File: src/design/mcr_pkg.sv
// ----------------------------------------------------------------------------
// mcr_pkg: shared definitions for the midpoint circle rasterizer
// Widths, state encoding and controller/datapath command and status types.
// ----------------------------------------------------------------------------
`default_nettype none

package mcr_pkg;

  localparam int unsigned COORD_BITS_DEF  = 13;
  localparam int unsigned RADIUS_BITS_DEF = 6;
  localparam int unsigned CENTER_BITS     = 12;
  // wide enough for center +/- offset without overflow
  localparam int unsigned SUM_BITS        = 14;
  localparam int unsigned NUM_POINTS      = 8;

  typedef enum logic [0:0] {
    ST_IDLE,
    ST_RUN
  } state_e;

  typedef struct packed {
    logic load;  // capture a new request
    logic step;  // emit one iteration and advance the offsets
  } cmd_t;

  typedef struct packed {
    logic last;  // current iteration is the final one of the circle
  } sts_t;

endpackage

`default_nettype wire

File: src/design/mcr_req_if.sv
// ----------------------------------------------------------------------------
// mcr_req_if: circle request channel
// Valid/ready channel carrying center and radius of one circle.
// ----------------------------------------------------------------------------
`default_nettype none

interface mcr_req_if
  import mcr_pkg::*;
#(
  parameter int unsigned RADIUS_BITS = RADIUS_BITS_DEF
);
  logic                          valid;
  logic                          ready;
  logic signed [CENTER_BITS-1:0] center_x;
  logic signed [CENTER_BITS-1:0] center_y;
  logic        [RADIUS_BITS-1:0] radius;

  modport source (output valid, output center_x, output center_y, output radius,
                  input ready);
  modport sink   (input valid, input center_x, input center_y, input radius,
                  output ready);
endinterface

`default_nettype wire

File: src/design/mcr_res_if.sv
// ----------------------------------------------------------------------------
// mcr_res_if: rasterized point channel
// Valid/ready channel carrying the eight mirrored points of one iteration.
// ----------------------------------------------------------------------------
`default_nettype none

interface mcr_res_if
  import mcr_pkg::*;
#(
  parameter int unsigned COORD_BITS = COORD_BITS_DEF
);
  logic                    valid;
  logic                    ready;
  logic [2*COORD_BITS-1:0] point_0;
  logic [2*COORD_BITS-1:0] point_1;
  logic [2*COORD_BITS-1:0] point_2;
  logic [2*COORD_BITS-1:0] point_3;
  logic [2*COORD_BITS-1:0] point_4;
  logic [2*COORD_BITS-1:0] point_5;
  logic [2*COORD_BITS-1:0] point_6;
  logic [2*COORD_BITS-1:0] point_7;
  logic                    last_step;

  modport source (output valid, output point_0, output point_1, output point_2,
                  output point_3, output point_4, output point_5, output point_6,
                  output point_7, output last_step, input ready);
  modport sink   (input valid, input point_0, input point_1, input point_2,
                  input point_3, input point_4, input point_5, input point_6,
                  input point_7, input last_step, output ready);
endinterface

`default_nettype wire

File: src/design/mcr_datapath.sv
// ----------------------------------------------------------------------------
// mcr_datapath: offset/error registers and point generation
// Holds the loop state, computes one midpoint update per step and registers
// the eight mirrored points as the result payload.
// ----------------------------------------------------------------------------
`default_nettype none

module mcr_datapath
  import mcr_pkg::*;
#(
  parameter int unsigned COORD_BITS  = COORD_BITS_DEF,
  parameter int unsigned RADIUS_BITS = RADIUS_BITS_DEF
) (
  input  wire logic                          clk_i,
  input  wire logic                          rst_ni,
  input  wire cmd_t                          cmd_i,
  output      sts_t                          sts_o,
  input  wire logic signed [CENTER_BITS-1:0] center_x_i,
  input  wire logic signed [CENTER_BITS-1:0] center_y_i,
  input  wire logic        [RADIUS_BITS-1:0] radius_i,
  output      logic [2*COORD_BITS-1:0]       point_o [NUM_POINTS],
  output      logic                          last_step_o
);

  localparam int unsigned OFS_BITS = RADIUS_BITS + 2;
  localparam int unsigned ERR_BITS = RADIUS_BITS + 4;
  localparam int unsigned EXT_BITS = (COORD_BITS > SUM_BITS) ? COORD_BITS : SUM_BITS;

  logic signed [OFS_BITS-1:0]    x_q, x_d, y_q, y_d;
  logic signed [ERR_BITS-1:0]    err_q, err_d, err_mid;
  logic signed [CENTER_BITS-1:0] cx_q, cy_q;
  logic [2*COORD_BITS-1:0]       point_q [NUM_POINTS];
  logic [2*COORD_BITS-1:0]       point_d [NUM_POINTS];
  logic                          last_q;
  logic                          err_le_zero, mid_gt_zero, last_d;

  logic signed [SUM_BITS-1:0] cxe, cye, xe, ye;

  // wrap or sign-extend a coordinate to the output width
  function automatic logic [COORD_BITS-1:0] fit(input logic signed [SUM_BITS-1:0] v);
    logic signed [EXT_BITS-1:0] e;
    e = EXT_BITS'(v);
    return e[COORD_BITS-1:0];
  endfunction

  // midpoint update: a conditional y step first, then a conditional x step
  always_comb begin
    err_le_zero = err_q[ERR_BITS-1] || (err_q == '0);
    y_d         = err_le_zero ? y_q + OFS_BITS'(1) : y_q;
    err_mid     = err_le_zero ? err_q + ERR_BITS'({y_d, 1'b1}) : err_q;
    mid_gt_zero = !err_mid[ERR_BITS-1] && (err_mid != '0);
    x_d         = mid_gt_zero ? x_q - OFS_BITS'(1) : x_q;
    err_d       = mid_gt_zero ? err_mid - ERR_BITS'($signed({x_d, 1'b1})) : err_mid;
    last_d      = (x_d < y_d);
  end

  always_comb begin
    cxe = SUM_BITS'(cx_q);
    cye = SUM_BITS'(cy_q);
    xe  = SUM_BITS'(x_q);
    ye  = SUM_BITS'(y_q);
    point_d[0] = {fit(cye + ye), fit(cxe + xe)};
    point_d[1] = {fit(cye + xe), fit(cxe + ye)};
    point_d[2] = {fit(cye + xe), fit(cxe - ye)};
    point_d[3] = {fit(cye + ye), fit(cxe - xe)};
    point_d[4] = {fit(cye - ye), fit(cxe - xe)};
    point_d[5] = {fit(cye - xe), fit(cxe - ye)};
    point_d[6] = {fit(cye - xe), fit(cxe + ye)};
    point_d[7] = {fit(cye - ye), fit(cxe + xe)};
  end

  always_ff @(posedge clk_i or negedge rst_ni) begin
    if (!rst_ni) begin
      x_q   <= '0;
      y_q   <= '0;
      err_q <= '0;
      cx_q  <= '0;
      cy_q  <= '0;
    end else if (cmd_i.load) begin
      x_q   <= OFS_BITS'(radius_i);
      y_q   <= '0;
      err_q <= '0;
      cx_q  <= center_x_i;
      cy_q  <= center_y_i;
    end else if (cmd_i.step) begin
      x_q   <= x_d;
      y_q   <= y_d;
      err_q <= err_d;
    end
  end

  always_ff @(posedge clk_i) begin
    if (cmd_i.step) begin
      point_q <= point_d;
      last_q  <= last_d;
    end
  end

  assign sts_o.last  = last_d;
  assign point_o     = point_q;
  assign last_step_o = last_q;

endmodule

`default_nettype wire

File: src/design/mcr_ctrl.sv
// ----------------------------------------------------------------------------
// mcr_ctrl: request sequencer
// Accepts a request when idle, steps the datapath once per free output slot
// and owns the result valid flag.
// ----------------------------------------------------------------------------
`default_nettype none

module mcr_ctrl
  import mcr_pkg::*;
(
  input  wire logic clk_i,
  input  wire logic rst_ni,
  input  wire logic req_valid_i,
  output      logic req_ready_o,
  output      logic res_valid_o,
  input  wire logic res_ready_i,
  input  wire sts_t sts_i,
  output      cmd_t cmd_o
);

  state_e state_q, state_d;
  logic   out_valid_q, out_valid_d;
  logic   out_free;

  always_ff @(posedge clk_i or negedge rst_ni) begin
    if (!rst_ni) begin
      state_q     <= ST_IDLE;
      out_valid_q <= 1'b0;
    end else begin
      state_q     <= state_d;
      out_valid_q <= out_valid_d;
    end
  end

  always_comb begin
    state_d     = state_q;
    cmd_o       = '0;
    req_ready_o = 1'b0;
    out_free    = !out_valid_q || res_ready_i;
    out_valid_d = out_valid_q && !res_ready_i;
    unique case (state_q)
      ST_IDLE: begin
        req_ready_o = 1'b1;
        if (req_valid_i) begin
          cmd_o.load = 1'b1;
          state_d    = ST_RUN;
        end
      end
      ST_RUN: begin
        if (out_free) begin
          cmd_o.step  = 1'b1;
          out_valid_d = 1'b1;
          if (sts_i.last) begin
            state_d = ST_IDLE;
          end
        end
      end
      default: begin
        state_d = ST_IDLE;
      end
    endcase
  end

  assign res_valid_o = out_valid_q;

`ifndef SYNTHESIS
  a_load_runs: assert property (@(posedge clk_i) disable iff (!rst_ni)
    cmd_o.load |=> state_q == ST_RUN)
    else $error("request accepted but sequencer did not start");
  a_no_overwrite: assert property (@(posedge clk_i) disable iff (!rst_ni)
    out_valid_q && !res_ready_i |-> !cmd_o.step)
    else $error("stalled result overwritten");
  a_last_ends: assert property (@(posedge clk_i) disable iff (!rst_ni)
    cmd_o.step && sts_i.last |=> state_q == ST_IDLE && out_valid_q)
    else $error("final iteration did not return to idle");
  a_no_load_and_step: assert property (@(posedge clk_i) disable iff (!rst_ni)
    !(cmd_o.load && cmd_o.step))
    else $error("load and step issued together");
`endif

endmodule

`default_nettype wire

File: src/design/midpoint_circle_rasterizer.sv
// An accepted request is loaded; run steps then register its results.
// Throughput: one result per cycle while the sink is ready; a circle of radius r
//   gives N = (iterations while x >= y) results, at most 45 for r = 63, and the
//   next request is taken once the sequencer is back in idle.
// The single datapath update per cycle (y step, then x step) sets this rate.
// Reset: asynchronous, clears the sequencer, result valid and loop registers.
// ----------------------------------------------------------------------------
// midpoint_circle_rasterizer: top level
// Turns a circle request into one result per midpoint iteration, each with the
// eight octant-mirrored points and a flag on the final iteration.
// ----------------------------------------------------------------------------
`default_nettype none

module midpoint_circle_rasterizer
  import mcr_pkg::*;
#(
  parameter int unsigned COORD_BITS  = COORD_BITS_DEF,
  parameter int unsigned RADIUS_BITS = RADIUS_BITS_DEF
) (
  input wire logic clk_i,
  input wire logic rst_ni,
  mcr_req_if.sink  req_i,
  mcr_res_if.source res_o
);

  cmd_t                    cmd;
  sts_t                    sts;
  logic [2*COORD_BITS-1:0] point [NUM_POINTS];

  // Sequencer: idle accepts a request, run steps whenever the result slot is
  // free (empty, or being taken this cycle), so a new request can be accepted
  // while the final result of the previous circle still waits at the output.
  mcr_ctrl u_ctrl (
    .clk_i       (clk_i),
    .rst_ni      (rst_ni),
    .req_valid_i (req_i.valid),
    .req_ready_o (req_i.ready),
    .res_valid_o (res_o.valid),
    .res_ready_i (res_o.ready),
    .sts_i       (sts),
    .cmd_o       (cmd)
  );

  // Datapath: offsets, decision error, held center and the result register.
  mcr_datapath #(
    .COORD_BITS  (COORD_BITS),
    .RADIUS_BITS (RADIUS_BITS)
  ) u_datapath (
    .clk_i       (clk_i),
    .rst_ni      (rst_ni),
    .cmd_i       (cmd),
    .sts_o       (sts),
    .center_x_i  (req_i.center_x),
    .center_y_i  (req_i.center_y),
    .radius_i    (req_i.radius),
    .point_o     (point),
    .last_step_o (res_o.last_step)
  );

  // Spread the point array over the named result fields.
  assign res_o.point_0 = point[0];
  assign res_o.point_1 = point[1];
  assign res_o.point_2 = point[2];
  assign res_o.point_3 = point[3];
  assign res_o.point_4 = point[4];
  assign res_o.point_5 = point[5];
  assign res_o.point_6 = point[6];
  assign res_o.point_7 = point[7];

endmodule

`default_nettype wire

File: src/flat_wrapper.sv
// flat-port wrapper written by rule: the top's interface ports become plain ports
module midpoint_circle_rasterizer_flat import mcr_pkg::*;
#(
  parameter int unsigned COORD_BITS  = COORD_BITS_DEF,
  parameter int unsigned RADIUS_BITS = RADIUS_BITS_DEF
)
  (clk_i, rst_ni, req_i_valid, req_i_center_x, req_i_center_y, req_i_radius, req_i_ready, res_o_valid, res_o_point_0, res_o_point_1, res_o_point_2, res_o_point_3, res_o_point_4, res_o_point_5, res_o_point_6, res_o_point_7, res_o_last_step, res_o_ready);
  mcr_req_if #(.RADIUS_BITS(RADIUS_BITS)) req_i_i ();
  mcr_res_if #(.COORD_BITS(COORD_BITS)) res_o_i ();
  input wire logic clk_i;
  input wire logic rst_ni;
  input wire logic [$bits(req_i_i.valid)-1:0] req_i_valid;
  input wire logic [$bits(req_i_i.center_x)-1:0] req_i_center_x;
  input wire logic [$bits(req_i_i.center_y)-1:0] req_i_center_y;
  input wire logic [$bits(req_i_i.radius)-1:0] req_i_radius;
  output wire logic [$bits(req_i_i.ready)-1:0] req_i_ready;
  output wire logic [$bits(res_o_i.valid)-1:0] res_o_valid;
  output wire logic [$bits(res_o_i.point_0)-1:0] res_o_point_0;
  output wire logic [$bits(res_o_i.point_1)-1:0] res_o_point_1;
  output wire logic [$bits(res_o_i.point_2)-1:0] res_o_point_2;
  output wire logic [$bits(res_o_i.point_3)-1:0] res_o_point_3;
  output wire logic [$bits(res_o_i.point_4)-1:0] res_o_point_4;
  output wire logic [$bits(res_o_i.point_5)-1:0] res_o_point_5;
  output wire logic [$bits(res_o_i.point_6)-1:0] res_o_point_6;
  output wire logic [$bits(res_o_i.point_7)-1:0] res_o_point_7;
  output wire logic [$bits(res_o_i.last_step)-1:0] res_o_last_step;
  input wire logic [$bits(res_o_i.ready)-1:0] res_o_ready;
  assign req_i_i.valid = req_i_valid;
  assign req_i_i.center_x = req_i_center_x;
  assign req_i_i.center_y = req_i_center_y;
  assign req_i_i.radius = req_i_radius;
  assign req_i_ready = req_i_i.ready;
  assign res_o_valid = res_o_i.valid;
  assign res_o_point_0 = res_o_i.point_0;
  assign res_o_point_1 = res_o_i.point_1;
  assign res_o_point_2 = res_o_i.point_2;
  assign res_o_point_3 = res_o_i.point_3;
  assign res_o_point_4 = res_o_i.point_4;
  assign res_o_point_5 = res_o_i.point_5;
  assign res_o_point_6 = res_o_i.point_6;
  assign res_o_point_7 = res_o_i.point_7;
  assign res_o_last_step = res_o_i.last_step;
  assign res_o_i.ready = res_o_ready;
  midpoint_circle_rasterizer #(.COORD_BITS(COORD_BITS), .RADIUS_BITS(RADIUS_BITS)) u_core (.clk_i(clk_i), .rst_ni(rst_ni), .req_i(req_i_i), .res_o(res_o_i));
endmodule
File: config.mk
export PLATFORM = sky130hd
export DESIGN_NAME = midpoint_circle_rasterizer_flat
export DESIGN_NICKNAME = d
export VERILOG_FILES = /design/src/design/mcr_pkg.sv /design/src/design/mcr_req_if.sv /design/src/design/mcr_res_if.sv /design/src/design/mcr_datapath.sv /design/src/design/mcr_ctrl.sv /design/src/design/midpoint_circle_rasterizer.sv /design/src/flat_wrapper.sv
export SDC_FILE = /design/constraint.sdc
export NUM_CORES = 1
export LEC_CHECK = 0
export ABC_AREA = 1
export ABC_CLOCK_PERIOD_IN_PS = 10700
export BUFFER_PORTS_ARGS = -buffer_cell sky130_fd_sc_hd__buf_2
export CAP_MARGIN = 5
export CORE_MARGIN = 2
export CORE_UTILIZATION = 26
export DETAILED_ROUTE_END_ITERATION = 7
export GPL_ROUTABILITY_DRIVEN = 0
export HOLD_SLACK_MARGIN = 0.08
export PLACE_DENSITY = 0.46
export RECOVER_POWER = 100
export SYNTH_ARGS = -nofsm -noshare
export SYNTH_HDL_FRONTEND = slang
export SYNTH_SLANG_ARGS = --single-unit
File: constraint.sdc
create_clock -name clk_i -period 10.7 [get_ports clk_i]
set_input_delay 2.14 -clock clk_i [delete_from_list [all_inputs] [get_ports clk_i]]
set_output_delay 2.14 -clock clk_i [all_outputs]
set_load 0.005 [all_outputs]
After elaboration in Yosys (flattened, before gate mapping)
Cells that the tools add are included.
{"block": "totals", "inputBits": 34, "reg_bits": 261, "output_inout_bits": 211, "elab_cells": 60}
{"block": "op_classes", "n_bitwise": 1, "n_reduce_logical": 10, "add_sub_neg": 12, "n_lt_le_gt_ge": 1, "n_mux": 20}
{"cell": "adder 12 x 8 -> 13 bit", "n": 4}
{"cell": "subtractor 12 x 8 -> 13 bit", "n": 4}
{"cell": "2-to-1 mux 8 bit", "n": 6}
{"cell": "2-to-1 mux 10 bit", "n": 4}
{"cell": "adder 10 x 9 -> 10 bit", "n": 1}
{"cell": "logical NOT 10 bit", "n": 1}
{"cell": "nonzero test 10 bit", "n": 1}
{"cell": "subtractor 10 x 9 -> 10 bit", "n": 1}
{"cell": "2-to-1 mux 1 bit", "n": 9}
{"cell": "adder 8 x 2 -> 8 bit (second input constant)", "n": 1}
{"cell": "less-than comparator 8 bit", "n": 1}
{"cell": "subtractor 8 x 2 -> 8 bit (second input constant)", "n": 1}
{"cell": "logical NOT 1 bit", "n": 3}
{"cell": "logical AND 1 bit", "n": 2}
{"cell": "logical OR 1 bit", "n": 2}
{"cell": "case mux 1 bit (2 select lines)", "n": 1}
{"cell": "nonzero test 2 bit", "n": 1}
{"cell": "inverter 1 bit", "n": 1}

Depth between registers and ports, before layout
{"block": "logic_depth", "ltp_word": 12, "ltp_mapped": 38}

Hierarchy
Synthesis repeated with hierarchy kept, for this count alone.
{"block": "unflattened", "cells_unflattened": 1124, "area_unflattened_um2": 10946.7}
{"mod": "mcr_datapath", "area_per_inst_um2": 10855.4, "seq_area_each_um2": 4284.1, "cells_per_inst": 1112, "instances": 1}
{"mod": "mcr_ctrl", "area_per_inst_um2": 91.3, "seq_area_each_um2": 50.0, "cells_per_inst": 12, "instances": 1}

Worst setup path before layout
No wires, ideal clock.
{"block": "synth_timing", "path_kind": "in2reg", "from": "input res_o_ready", "to": "register u_core.u_datapath.last_q (netlist: u_core.u_datapath.last_step_o) (enable)", "required_time_ns": 9.644, "n_path_buf": 0, "setup_ns": 1.056, "setup_slack_ns": 5.377, "cell_stages": 4, "arrival_time_ns": 4.267, "cell_sequence": "inv_1 > nand2_1 > nand2_1 > clkinv_1"}
{"element": "from (decl)", "line": "flat_wrapper.sv:27", "rtl": "input wire logic [$bits(res_o_i.ready)-1:0] res_o_ready;"}
{"element": "to (signal assigned)", "line": "mcr_datapath.sv:95", "rtl": "last_q <= last_d;"}
{"element": "to (decl)", "line": "mcr_datapath.sv:34", "rtl": "logic last_q;"}

==> key figures <==
Critical path
  – Worst-path maximum fanout: 77
  – Crit Path Class: in -> reg
  – Crit path cell chain: buf_2 > inv_1 > nand2_1 > nand2_1 > clkbuf_1 > clkinvlp_2 > clkbuf_1
  – Crit-path slowest cell: clkbuf_1
  – CP Capture Type: register
  – CP startpoint kind: input pin
  – Worst EP arrival: 6.94 ns
  – Worst Path Required: approximately 10 ns
  – Max incr delay on CP: 1.77 ns

Final layout
  – Antenna Diode Count: 0
  – Final Non-Filler Cells: roughly 1800
  – Net count, final: 1432
  – Area delta synth->final: 13.9%
  – Share of cells above drive strength 1: approximately 22%

STA
  – Fin. Hold Viols: 0
  – Max-slew violations: 195
  – Tcrit/Tclk final: 68.9%
  – FMAX: approximately 140 MHz
  – Post-layout minimum cycle time: 7.38 ns
  – Slew HR: -175%
  – Final hold slack: approximately 0.54 ns
  – Fin Clk Skew: about 0.015 ns
  – Final setup margin: 3.32 ns
  – RSZ-0062 raised after global routing: false
  – Final setup vio count: 0
  – Setup tns final: 0 ns
  – Worst slew pin tran: approximately 4.1 ns

CTS
  – CTS tree: done
  – Hold Buf Count CTS: 0
  – TritonCTS Sinks: between 150 and 200
  – Clock-pin transition on the worst setup and hold timing paths: around 0.070 ns
  – Clk_lat worst skew: between 0.4 and 0.5 ns
  – CTS Root Cell: clkbuf_16
  – Post-CTS resize count: 0
  – H-tree Lvls: 4
  – Setup Buffers After CTS: 0
  – Num CTS Buffers: 17
  – Maximum root-to-sink buffer count: 2

Global route
  – First-pass GRT wire length: about 45000 microns
  – Vias in the first global route: approximately 8000
  – Largest net degree at the start of global routing: ~80
  – Overflow after GRT: 0
  – Initial antenna violation count: 0
  – Global Route Usage Sum: ~13%

Routing
  – DR iter-0 viols: between 300 and 400
  – Drt pass-1 iters: 5
  – Antenna viol nets, final: 0
  – Via count: approximately 8000
  – Drt wl/cell: 16.1 microns
  – Drt drc: 0
  – Via density: 4.43
  – Total Wirelength: between 20000 and 30000 microns

Synth
  – #FFs+latches synth: 153
  – Mux contribution to synthesized area: 2.04%
  – Complex-gate fraction of the synthesized area: between 10% and 20%
  – Post-Synth Adder-Cell Area: 15.1%
  – Synth top area cells: edfxtp_1 (28%), ha_1 (13%), dfrtp_1 (12%)
  – Top cell type's share of synthesized area: between 20% and 30%
  – Seq/Total Area, Yosys: between 30% and 40%
  – Yosys Warn Count: 0
  – Async SR Flop Fraction: around a third
  – Netlist Area Pre-Place: about 0.011 sq mm
  – Post-synth EDFFs: just over 100
  – Most numerous cell in the Yosys netlist: inv_1
  – Post-synth top area cell: edfxtp_1
  – Avg Cell Area, Syn: approximately 9.8 sq um
  – XOR/XNOR Fraction of Synth Area: under 10%
  – Syn nets: about 1300
  – Simple-gate portion of the synthesized area: about 11%
  – Cell count after synthesis: about 1100
  – Post-synth top flop: edfxtp_1
  – Netlist cell types: 48
  – Combinational family with the most area after synthesis: adder cells
  – Synth cell count leaders: inv_1 (145), ha_1 (117), nand2_1 (113)

Run status
  – Failing checks: capacitance limit, slew limit
  – Status: finished, violations left

Placement
  – Port Buffers: about 240
  – Post-DP HPWL: 23200 microns
  – Place WS: around 5.6 ns
  – DP Cell Count: 1791

Min path
  – Tightest Hold Check Type: reg -> reg

Floorplanning
  – Die W: approximately 210 microns
  – Rows: between 70 and 80
  – Die area: 0.0441 sq mm
  – Die Y: around 210 microns
  – Core footprint: between 0.04 and 0.05 sq mm
  – Starting Density: around a quarter
  – # IOs: roughly 250

Run
  – Max-cap violation count: 4
-- metrics by stage --
| step | area [sq um] | utilization, % |
|---|---|---|
| 6_report | 12600 | 30.0 |
| 5_1_grt | 12600 | 30.0 |
| 4_1_cts | 12700 | 30.3 |
| 3_5_place_dp | 12100 | 28.8 |
| 3_3_place_gp | 12100 | 28.8 |
| 2_1_floorplan | 11000 | - |
-- logic make-up (layout without fill, tap and decap cells) --
family	after synthesis	after routing
XOR/XNOR	98	98
adder cells (fa/ha/maj)	127	127
flip-flops	153	153
buffers and inverters	273	430
multiplexers	20	20
AND/OR/NAND/NOR	255	255
AO/OA/AOI/OAI	201	201
-- flip-flops by register name, indices dropped and copies added (netlist names) --
name                           flops
u_core.u_datapath.cy_q            12
u_core.u_datapath.err_q           10
u_core.u_datapath.y_q              8
u_core.u_ctrl.res_valid_o          1
u_core.u_ctrl.state_q              1
u_core.u_datapath.last_step_o      1
u_core.u_datapath.cx_q            12
u_core.u_datapath.x_q              8
u_core.u_datapath.point_o        100
-- layout make-up --
cell class                      instances  area, sq um
Inverter                              150          567
Tap cell                              539          674
Fill cell                            4445        29300
Timing Repair Buffer                  248         1180
Multi-Input combinational cell        701         5190
Sequential cell                       153         4330
Clock inverter                         13          170
Clock buffer                           19          433
-- path summary, 6_finish.rpt --
check | end | depth (start not counted) | slack, ns | startpoint
setup / recovery | u_core.u_datapath.point_o[107]$_DFFE_PP_ | 7 | 3.32 | res_o_ready
hold / removal | u_core.u_datapath.err_q[8]$_DFFE_PN0P_ | 2 | 0.54 | u_core.u_datapath.err_q[8]$_DFFE_PN0P_
setup reg to reg | u_core.u_datapath.err_q[9]$_DFFE_PN0P_ | 34 | 4.71 | u_core.u_datapath.err_q[0]$_DFFE_PN0P_
hold reg to reg | u_core.u_datapath.err_q[8]$_DFFE_PN0P_ | 2 | 0.54 | u_core.u_datapath.err_q[8]$_DFFE_PN0P_
max in group asynchronous | u_core.u_datapath.y_q[0]$_DFFE_PN0P_ | 2 | 5.91 | rst_ni
min in group asynchronous | u_core.u_ctrl.res_valid_o$_DFF_PN0_ | 2 | 2.90 | rst_ni
-- layout by cell type, fill, tap and decap left out, drive strengths merged, types with 19 or more instances in the layout --
cell type	netlist	final
buf	112	201
inv	147	150
nand2	132	132
ha	117	117
edfxtp	101	101
xor2	92	92
a21oi	91	91
clkbuf	11	66
nand3	54	54
dfrtp	52	52
nor2	50	50
o21ai	31	31
o21bai	27	27
mux2	20	20
o31ai	19	19
-- worst max-delay path: cells and delay by family --
kind	cells	cell delay [ns]
buffers and inverters	5	4.51
AND/OR/NAND/NOR	2	0.18
-- routing by layer --
metal  track usage (%)  wire length [microns]  up-vias
li1                  -                      -     3982
met1              16.9                  13200     3862
met2              23.2                  14300      196
met3              2.65                   1250       27
met4              4.48                    635        0
met5                 0                      0        -
Power is left out: the tool's default activity adds up to more than one toggle a clock period on the data nets, which glitch-free logic cannot reach.
